`config.mk`:
```
export PLATFORM = sky130hd
export DESIGN_NAME = thread_break_ratio_detector
export DESIGN_NICKNAME = d
export VERILOG_FILES = /design/src/rtl/core/tbrd_pkg.sv /design/src/rtl/core/thread_break_ratio_detector.sv
export SDC_FILE = /design/constraint.sdc
export NUM_CORES = 2
export LEC_CHECK = 0
export ABC_AREA = 0
export BUFFER_PORTS_ARGS = -buffer_cell sky130_fd_sc_hd__buf_2
export CORE_UTILIZATION = 55
export DETAILED_ROUTE_END_ITERATION = 16
export MAX_ROUTING_LAYER = met4
export PLACE_DENSITY = 0.67
export RECOVER_POWER = 100
export SLEW_MARGIN = 15
export SYNTH_ARGS = -nofsm -noshare
export SYNTH_HDL_FRONTEND = slang
export SYNTH_SLANG_ARGS = --single-unit
```
`constraint.sdc`:
```
create_clock -name i_clk -period 9.1 [get_ports i_clk]
set_input_delay 1.365 -clock i_clk [delete_from_list [all_inputs] [get_ports i_clk]]
set_output_delay 1.365 -clock i_clk [all_outputs]
set_load 0.02 [all_outputs]
```
`src/rtl/core/tbrd_pkg.sv`:
```
`default_nettype none

package tbrd_pkg;

    localparam int CHANNELS = 2;
    localparam int CNT_W    = 32;
    localparam int SCALE_W  = 8;
    localparam int PROD_W   = CNT_W + SCALE_W;
    localparam int SW_W     = 2;
    localparam int MASK_W   = 2;
    localparam int FUNC_W   = 3;
    localparam int CFG_IDX_W  = 2;
    localparam int CFG_DATA_W = 8;

    localparam logic [CNT_W-1:0]   COUNT_MAX        = {CNT_W{1'b1}};
    localparam logic [SCALE_W-1:0] RESET_MULTIPLE   = 8'd20;
    localparam logic [SCALE_W-1:0] RESET_LEVEL      = 8'd1;

    typedef enum logic [FUNC_W-1:0] {
        FUNC_SAMPLE = 3'd0,
        FUNC_BEGIN  = 3'd1,
        FUNC_CLAMP  = 3'd2,
        FUNC_STOP   = 3'd3,
        FUNC_READ   = 3'd4
    } t_func;

    typedef enum logic [CFG_IDX_W-1:0] {
        CFG_BREAK_TYPE_IS_DOWN = 2'd0,
        CFG_BOARD_IS_DOWN      = 2'd1,
        CFG_TENSION_MULTIPLE   = 2'd2,
        CFG_BREAK_LEVEL        = 2'd3
    } t_cfg_idx;

endpackage

`default_nettype wire

```
`src/rtl/core/thread_break_ratio_detector.sv`:
```
`default_nettype none
// an item passes from the input register through the single compute stage to the result
// register; the state update happens on the same edge as the result load
// throughput: one item per cycle while i_ready does not hold a result back
// reset: synchronous active-low i_rst_n clears all counters and flags, restores the
// register defaults and empties both stages

module thread_break_ratio_detector (
    input  wire logic                               i_clk,
    input  wire logic                               i_rst_n,
    // configuration
    input  wire logic                               i_cfg_we,
    input  wire logic [tbrd_pkg::CFG_IDX_W-1:0]     i_cfg_idx,
    input  wire logic [tbrd_pkg::CFG_DATA_W-1:0]    i_cfg_data,
    // item in
    input  wire logic                               i_valid,
    output logic                                    o_ready,
    input  wire logic [tbrd_pkg::FUNC_W-1:0]        i_func,
    input  wire logic                               i_channel,
    input  wire logic [tbrd_pkg::SW_W-1:0]          i_upper_switches,
    input  wire logic [tbrd_pkg::SW_W-1:0]          i_lower_switches,
    // result out
    output logic                                    o_valid,
    input  wire logic                               i_ready,
    output logic                                    o_broken,
    output logic [tbrd_pkg::MASK_W-1:0]             o_broken_mask
);

    localparam int CH    = tbrd_pkg::CHANNELS;
    localparam int CNT_W = tbrd_pkg::CNT_W;

    // configuration registers
    logic                             r_break_type_is_down;
    logic                             r_board_is_down;
    logic [tbrd_pkg::SCALE_W-1:0]     r_tension_multiple;
    logic [tbrd_pkg::SCALE_W-1:0]     r_break_level;

    // input stage
    logic                             r_in_valid;
    logic [tbrd_pkg::FUNC_W-1:0]      r_func;
    logic                             r_channel;
    logic [tbrd_pkg::SW_W-1:0]        r_upper;
    logic [tbrd_pkg::SW_W-1:0]        r_lower;

    // channel state
    logic [CH-1:0][CNT_W-1:0]         r_hit_sum;
    logic [CH-1:0][CNT_W-1:0]         r_count;
    logic [CH-1:0]                    r_flag;
    logic [CH-1:0]                    r_sampling;

    logic [CH-1:0][CNT_W-1:0]         n_hit_sum;
    logic [CH-1:0][CNT_W-1:0]         n_count;
    logic [CH-1:0]                    n_flag;
    logic [CH-1:0]                    n_sampling;
    logic                             n_broken;
    logic [tbrd_pkg::MASK_W-1:0]      n_mask;

    // result stage
    logic                             r_out_valid;
    logic                             r_broken;
    logic [tbrd_pkg::MASK_W-1:0]      r_mask;

    logic                             adv;
    logic                             do_item;
    logic                             works;
    logic [tbrd_pkg::SW_W-1:0]        sel;
    logic [tbrd_pkg::SW_W+CH-1:0]     sel_ext;
    logic [CH+tbrd_pkg::MASK_W-1:0]   flag_ext;
    logic [CH+tbrd_pkg::MASK_W-1:0]   held_ext;
    logic [CH-1:0][tbrd_pkg::PROD_W-1:0] lhs;
    logic [CH-1:0][tbrd_pkg::PROD_W-1:0] rhs;

    assign adv      = !r_out_valid || i_ready;
    assign do_item  = r_in_valid && adv;
    assign o_ready  = !r_in_valid || adv;
    assign o_valid  = r_out_valid;
    assign o_broken = r_broken;
    assign o_broken_mask = r_mask;

    assign works    = (r_break_type_is_down == r_board_is_down);
    assign sel      = r_break_type_is_down ? r_lower : r_upper;
    // channels past the switch field see a low switch
    assign sel_ext  = {{CH{1'b0}}, sel};
    assign held_ext = {{tbrd_pkg::MASK_W{1'b0}}, r_flag};

    always_comb begin
        for (int i = 0; i < CH; i++) begin
            lhs[i] = {{tbrd_pkg::SCALE_W{1'b0}}, r_hit_sum[i]}
                   * {{CNT_W{1'b0}}, r_tension_multiple};
            rhs[i] = {{tbrd_pkg::SCALE_W{1'b0}}, r_count[i]}
                   * {{CNT_W{1'b0}}, r_break_level};
        end
    end

    always_comb begin
        n_hit_sum  = r_hit_sum;
        n_count    = r_count;
        n_flag     = r_flag;
        n_sampling = r_sampling;
        n_broken   = 1'b0;
        unique case (r_func)
            tbrd_pkg::FUNC_SAMPLE: begin
                if (works) begin
                    for (int i = 0; i < CH; i++) begin
                        // hold both counters if either would wrap
                        if (r_sampling[i] && r_count[i] != tbrd_pkg::COUNT_MAX
                            && !(sel_ext[i] && r_hit_sum[i] == tbrd_pkg::COUNT_MAX)) begin
                            n_hit_sum[i] = r_hit_sum[i] + CNT_W'(sel_ext[i]);
                            n_count[i]   = r_count[i] + CNT_W'(1);
                        end
                    end
                end
            end
            tbrd_pkg::FUNC_BEGIN, tbrd_pkg::FUNC_STOP: begin
                n_hit_sum  = '0;
                n_count    = '0;
                n_flag     = '0;
                n_sampling = (r_func == tbrd_pkg::FUNC_BEGIN) ? {CH{1'b1}} : '0;
            end
            tbrd_pkg::FUNC_CLAMP: begin
                for (int i = 0; i < CH; i++) begin
                    if (works && r_sampling[i]) begin
                        n_flag[i] = (lhs[i] < rhs[i]);
                    end else begin
                        n_flag[i] = 1'b0;
                        if (works) begin
                            n_sampling[i] = 1'b1;
                        end
                    end
                end
                n_hit_sum = '0;
                n_count   = '0;
            end
            tbrd_pkg::FUNC_READ: begin
                for (int i = 0; i < CH; i++) begin
                    if (int'(r_channel) == i) begin
                        n_broken  = r_flag[i];
                        n_flag[i] = 1'b0;
                    end
                end
            end
            default: begin
            end
        endcase
        flag_ext = {{tbrd_pkg::MASK_W{1'b0}}, n_flag};
        n_mask   = flag_ext[tbrd_pkg::MASK_W-1:0];
    end

    always_ff @(posedge i_clk) begin
        if (!i_rst_n) begin
            r_break_type_is_down <= 1'b0;
            r_board_is_down      <= 1'b0;
            r_tension_multiple   <= tbrd_pkg::RESET_MULTIPLE;
            r_break_level        <= tbrd_pkg::RESET_LEVEL;
        end else if (i_cfg_we) begin
            unique case (i_cfg_idx)
                tbrd_pkg::CFG_BREAK_TYPE_IS_DOWN: r_break_type_is_down <= i_cfg_data[0];
                tbrd_pkg::CFG_BOARD_IS_DOWN:      r_board_is_down      <= i_cfg_data[0];
                tbrd_pkg::CFG_TENSION_MULTIPLE:   r_tension_multiple   <= i_cfg_data;
                tbrd_pkg::CFG_BREAK_LEVEL:        r_break_level        <= i_cfg_data;
            endcase
        end
    end

    always_ff @(posedge i_clk) begin
        if (!i_rst_n) begin
            r_in_valid  <= 1'b0;
            r_out_valid <= 1'b0;
            r_hit_sum   <= '0;
            r_count     <= '0;
            r_flag      <= '0;
            r_sampling  <= '0;
        end else begin
            if (o_ready) begin
                r_in_valid <= i_valid;
            end
            if (adv) begin
                r_out_valid <= r_in_valid;
            end
            if (do_item) begin
                r_hit_sum  <= n_hit_sum;
                r_count    <= n_count;
                r_flag     <= n_flag;
                r_sampling <= n_sampling;
            end
        end
    end

    // payload registers
    always_ff @(posedge i_clk) begin
        if (o_ready && i_valid) begin
            r_func    <= i_func;
            r_channel <= i_channel;
            r_upper   <= i_upper_switches;
            r_lower   <= i_lower_switches;
        end
        if (do_item) begin
            r_broken <= n_broken;
            r_mask   <= n_mask;
        end
    end

    a_broken_only_on_read: assert property (@(posedge i_clk) disable iff (!i_rst_n)
        do_item && r_func != tbrd_pkg::FUNC_READ |=> !o_broken)
        else $error("broken set for an item that is not a read");

    // a held result shows the flags that its own item left behind
    a_mask_tracks_flags: assert property (@(posedge i_clk) disable iff (!i_rst_n)
        o_valid |-> o_broken_mask == held_ext[tbrd_pkg::MASK_W-1:0])
        else $error("held mask differs from channel flags");

    a_hits_within_count: assert property (@(posedge i_clk) disable iff (!i_rst_n)
        r_hit_sum[0] <= r_count[0])
        else $error("hit sum exceeds sample count");

    a_state_holds_idle: assert property (@(posedge i_clk) disable iff (!i_rst_n)
        !do_item |=> $stable(r_hit_sum) && $stable(r_count) && $stable(r_flag))
        else $error("channel state changed without an item");

    a_begin_starts_sampling: assert property (@(posedge i_clk) disable iff (!i_rst_n)
        do_item && r_func == tbrd_pkg::FUNC_BEGIN |=> &r_sampling && r_flag == '0)
        else $error("begin did not start sampling on all channels");

endmodule

`default_nettype wire

```
Word level (Yosys, flattened, before mapping)
Cells that the tools add are included.
- order comparisons: 2
- equal/unequal tests: 18
- $mul: 4
- add/subtract/negate cells: 4
- reductions and logical operators: 30
- multiplexer cells: 20
- operator list (cell ; number):
    $pmux W64 S2 ; 2
    $mul A32 B8 Y40 ; 4
    $mux W32 ; 4
    $mux W64 ; 2
    $lt A40 B40 Y1 ; 2
    $add A32 B1 Y32 ; 2
    $add A32 B1 Y32 const B ; 2
    $eq A32 B32 Y1 const B ; 2
    $ne A32 B32 Y1 const B ; 2
    $reduce_and A4 Y1 ; 4
    $ne A2 B2 Y1 const B ; 6
    $logic_and A1 B1 Y1 ; 10
    $mux W1 ; 8
    $reduce_and A2 Y1 ; 4
    $eq A3 B2 Y1 const B ; 2
    $pmux W2 S3 ; 1
    $eq A2 B2 Y1 const B ; 2
    $logic_not A1 Y1 ; 4
    $mux W2 ; 2
    $pmux W2 S2 ; 1
    $reduce_bool A2 Y1 ; 2
    $eq A3 B1 Y1 const B ; 1
    $eq A3 B3 Y1 const B ; 1
    $logic_not A3 Y1 ; 1
    6 further kinds ; 7
- output and inout port bits: 5
- bits in registers: 163
- input bits: 23
- word-level logic and storage cells: 97

Longest topological paths before layout
- depth in word-level cells: 7
- gate-level depth with buffers: 32

Worst setup path before layout
Ideal clock, no wire load.
- path kind: register to register
- from: reg r_tension_multiple[3] (netlist name)
- to: reg r_flag[1]
- period minus slack after synthesis: 6.933 ns
- stages on the path, launching flop included: 29
- setup time: 0.115 ns
- path buffers: 2
- path slack: 2.167 ns
- data required time: 8.985 ns
- arrival time: 6.818 ns
- cell sequence: dfxtp_1 -> clkbuf_1 -> clkbuf_1 -> and2_1 -> fa_1 -> fa_1 -> fa_1 -> inv_1 -> fa_1 -> inv_1 -> ha_1 -> a211oi_1 -> o21a_1 -> o21ai_0 -> a221o_1 -> a221o_1 -> a211oi_2 -> o21ai_2 -> a2111oi_2 -> and4b_1 -> ha_1 -> nand3_1 -> nor2_1 -> nand2_1 -> or3_1 -> nor4_1 -> o31ai_1 -> and2_1 -> o21ba_2
- cells in the longest elaborated chain, start to end: 4
- RTL lines (element ; line ; text):
    from (decl) ; thread_break_ratio_detector.sv:35 ; logic [tbrd_pkg::SCALE_W-1:0] r_tension_multiple;
    from (signal assigned) ; thread_break_ratio_detector.sv:153 ; r_tension_multiple <= tbrd_pkg::RESET_MULTIPLE;
    from (signal assigned) ; thread_break_ratio_detector.sv:159 ; tbrd_pkg::CFG_TENSION_MULTIPLE: r_tension_multiple <= i_cfg_data;
    $mul A32 B8 Y40 ; thread_break_ratio_detector.sv:89 ; * {{CNT_W{1'b0}}, r_tension_multiple};
    $lt A40 B40 Y1 ; thread_break_ratio_detector.sv:123 ; n_flag[i] = (lhs[i] < rhs[i]);
    $mux W1 ; thread_break_ratio_detector.sv:122 ; if (works && r_sampling[i]) begin
    $pmux W2 S3 ; thread_break_ratio_detector.sv:101 ; unique case (r_func)
    via n_flag[1] ; thread_break_ratio_detector.sv:53 ; logic [CH-1:0] n_flag;
    to (signal assigned) ; thread_break_ratio_detector.sv:183 ; r_flag <= n_flag;
    to (decl) ; thread_break_ratio_detector.sv:48 ; logic [CH-1:0] r_flag;
The timed path passes the listed nets, and every way through them passes these cells.
A chain may end at the register's enable or synchronous reset.

Worst setup path in the final report
Ends and elaborated chain as after synthesis.

==> results.md <==
* R2r worst-path depth at 26
* Reg2Reg Setup Slack at 1160 ps
* Post-Layout Cell Count at 5530
* Reg-to-Reg Start: r_tension_multiple[3]
* #FFs+latches synth at 163
* Mean routed wirelength per cell at 18.3 um
* Post-synthesis average cell area at 8.55 um^2
* Initial DRC Count at 2136
* # IOs at 28
* Post-CTS Setup Inserts at 0
* Pwr dens at 39.2 mW/mm^2
* Worst setup path start: r_tension_multiple[3]
* Mapped Nets at 5841
* Hold EP: o_valid
* Most frequent cells in the layout: and2_1, fa_1, inv_1, nand2_1, ha_1
* Max Clock Skew at 22.5 ps
* Type of the worst setup path: flip-flop to flip-flop
* Switching pwr at 0.519 mW
* VDD IR-drop max at 0.000128 V
* Critical path's largest stage delay at 930 ps
* Chip height at 274 um
* Outcome: finished, violations left
* Worst EP required at 9500 ps
* Max Cap Viol at 4
* I/O Buffers at 27
* Clock share of power at 47.1%
* Final setup fails at 0
* GPL Wtd Cong at 0.925
* Power, Total at 1.64 mW
* Post-Syn Instances at 4774
* H-tree levels at 4
* Fin crit share at 87.2%
* Yosys cell types at 75
* Row cnt at 99
* Largest net degree at the start of global routing at 62
* FMAX at 0.126 GHz
* Layout cell share with drive strength beyond 1 at 2.45%
* First-pass GRT wire length at 169000 um
* Crit path max-delay cell type: dfxtp_2
* Leak Pwr at 21.5 nW
* Routed WL at 101000 um
* Comb power frac at 6.5%
* Mapped Area at 0.0408 mm^2
* Primary FF master, synth: dfxtp_1
* Total grt overflow at 0
* Worst-path clk slew at 90 ps
* Worst slew pin tran at 2790 ps
* DP HPWL at 79100 um
* CP most frequent cell: fa_1
* Ys async rst share at 0%
* Vias in the first global route at 31962
* Yosys warning count at 0
* Reg2reg end: r_flag[1]
* Via count at 31353
* TritonCTS Sinks at 163
* Post-Place Cells at 5497
* Int Pwr at 1.12 mW
* Worst relative slew slack at -86.3%
* Sw frac at 31.7%
* Die area at 0.0753 mm^2
* Worst path top cell family by delay: compound AO/OA/AOI/OAI gates
* Setup TNS at 0 ps
* Worst setup SP type: flip-flop
* Post-synth EDFFs at 11
* Max FO, Critical Path at 47
* Initial antenna violation count at 0
* Overall die width at 274 um
* Worst Hold Margin at 528 ps
* Worst-Skew Late Latency at 500 ps
* DRT Pass-1 Iters at 11
* CTS tree: yes
* Area Growth Syn to Fin at 2.47%
* RSZ-0062 raised after global routing: no
* Data arrival time at the worst-slack endpoint at 8340 ps
* TritonCTS buffer count at 17
* Final #Nets at 5624
* Resize count post-CTS at 0
* Failing checks: DRC, capacitance limit, slew limit
* Most common cell after layout, fill and taps aside: and2_1
* CTS root buffer: clkbuf_16
* Final number of hold-violating endpoints at 0
* CP Buf/Inv Count at 2
* Antenna Nets Post-Route at 0
* DR vias/cell at 5.67
* DRC at 4
* Sequential share of power at 46.3%
* Initial Util at 55.7%
* Crit end category: flip-flop
* Core area at 0.0732 mm^2
* CTS Hold Bufs at 0
* WHS Path Cells at 1
* Hold WC Path Type: flip-flop to flip-flop
* Total GRT Usage at 29.2%
* CTS Buffer Depth at 2
* Final-report max-slew violation count at 193
* Hold path startpoint: r_in_valid
* Sequential share of the synthesized area at 8.27%
* Final min period at 7940 ps
-- kinds of logic (layout without fill, tap and decap cells) --
family	after synthesis	after routing	synth area share (%)
compound gates	536	536	8.61
xor+xnor	227	227	4.87
mux	6	6	0.150
fa+ha+maj	1044	1044	45.3
simple gates	1841	1841	24.0
buf+inv	957	753	8.81
other cells	0	1	0
flops	163	163	8.27
-- per-stage QoR --
| stage | area, um^2 | worst slack [ps] | utilization (%) |
|---|---|---|---|
| 2_1_floorplan | 40800 | 2170 | - |
| 3_3_place_gp | 41300 | 1470 | 56.4 |
| 3_5_place_dp | 41300 | 1360 | 56.4 |
| 4_1_cts | 41900 | 1320 | 57.2 |
| 5_1_grt | 41800 | 707 | 57.1 |
| 6_report | 41800 | 1160 | 57.1 |
-- worst max-delay path by stage --
stage / to / slack, ps / cells after the start
global route: r_flag[1] / 710 / 26
CTS: o_broken_mask[0] / 1320 / 22
finish: r_flag[1] / 1160 / 26
detailed placement: o_broken_mask[0] / 1360 / 22
floorplan: r_flag[1] / 2170 / 28
global placement: o_broken_mask[0] / 1470 / 22
-- registers in the layout, indices dropped and copies added (netlist names), 2 cells and up --
| register | cells |
|---|---|
| r_count | 64 |
| r_hit_sum | 64 |
| r_break_level | 8 |
| r_tension_multiple | 8 |
| r_func | 3 |
| o_broken_mask | 2 |
| r_flag | 2 |
| r_lower | 2 |
| r_sampling | 2 |
| r_upper | 2 |
-- final cells by class --
type | count | area, um^2
clock buffer | 17 | 425
sequential | 163 | 3390
multi-input combinational | 3654 | 33800
antenna | 1 | 2.50
tap | 959 | 1200
fill | 6726 | 31400
timing repair buffer | 52 | 297
clock inverter | 15 | 159
inverter | 669 | 2510
-- power groups by stage --
stage	Sequential [mW]	Clock, mW	Combinational [mW]
after floorplan	0.750	0	0.0719
after CTS	0.759	0.781	0.107
after global routing	0.762	0.806	0.114
final	0.760	0.773	0.107
after detailed placement	0.776	0	0.107
after global placement	0.776	0	0.106
-- worst register-to-register path, stage by stage (launching register included) --
cell and delay (ps):
dfxtp_2 930, and2_1 270, fa_1 450, fa_1 500, fa_1 500, inv_1 50
fa_1 480, inv_1 40, ha_1 340, a211oi_1 310, o21a_1 170, o21ai_0 110
a221o_1 430, a221o_1 350, a211oi_1 440, o21ai_2 220, a2111oi_0 520, nor3_1 140
ha_1 320, nand4_1 80, nor2_1 90, nand2_1 70, or3_1 400, nor4_1 180
o31ai_1 100, and2_1 170, o21ba_2 200
-- per-layer routing --
metal	wire length, um	global-route usage (%)	part of all wire [%]	up-vias
li1	-	-	-	14540
met1	48400	42.4	48	15794
met2	44700	43.5	44	921
met3	6690	4.39	6.6	98
met4	1350	5.12	1.3	0
met5	0	-	0	-
-- cells in the mapped netlist (5+ instances only) --
library cell,instances,area [um^2]
ha_1,324,4050
nand2b_1,13,81.3
or3_1,11,68.8
nand3_1,98,490
nor2b_1,26,163
o21ai_0,100,500
or2_2,5,31.3
xnor2_1,131,1150
o21a_1,17,128
a2111oi_0,8,70.1
nand4_1,55,344
a211oi_1,27,203
o211ai_1,10,75.1
dfxtp_1,152,3040
and4_1,15,131
o31ai_1,10,75.1
clkbuf_1,281,1050
a31o_2,13,114
fa_1,720,14400
nor2_1,227,852
a21boi_0,25,188
and3_1,40,250
nor4_1,27,169
a21oi_1,149,746
or4_1,6,45.0
a21o_1,81,608
and2_1,822,5140
a221o_1,8,80.1
a31oi_1,16,100
xor2_1,96,841
mux2i_1,5,50.1
a211o_1,6,52.6
nand2_1,415,1560
o21bai_1,21,158
edfxtp_1,11,330
nor3_1,65,325
inv_1,669,2510
(Power assumes the default switching activity.)
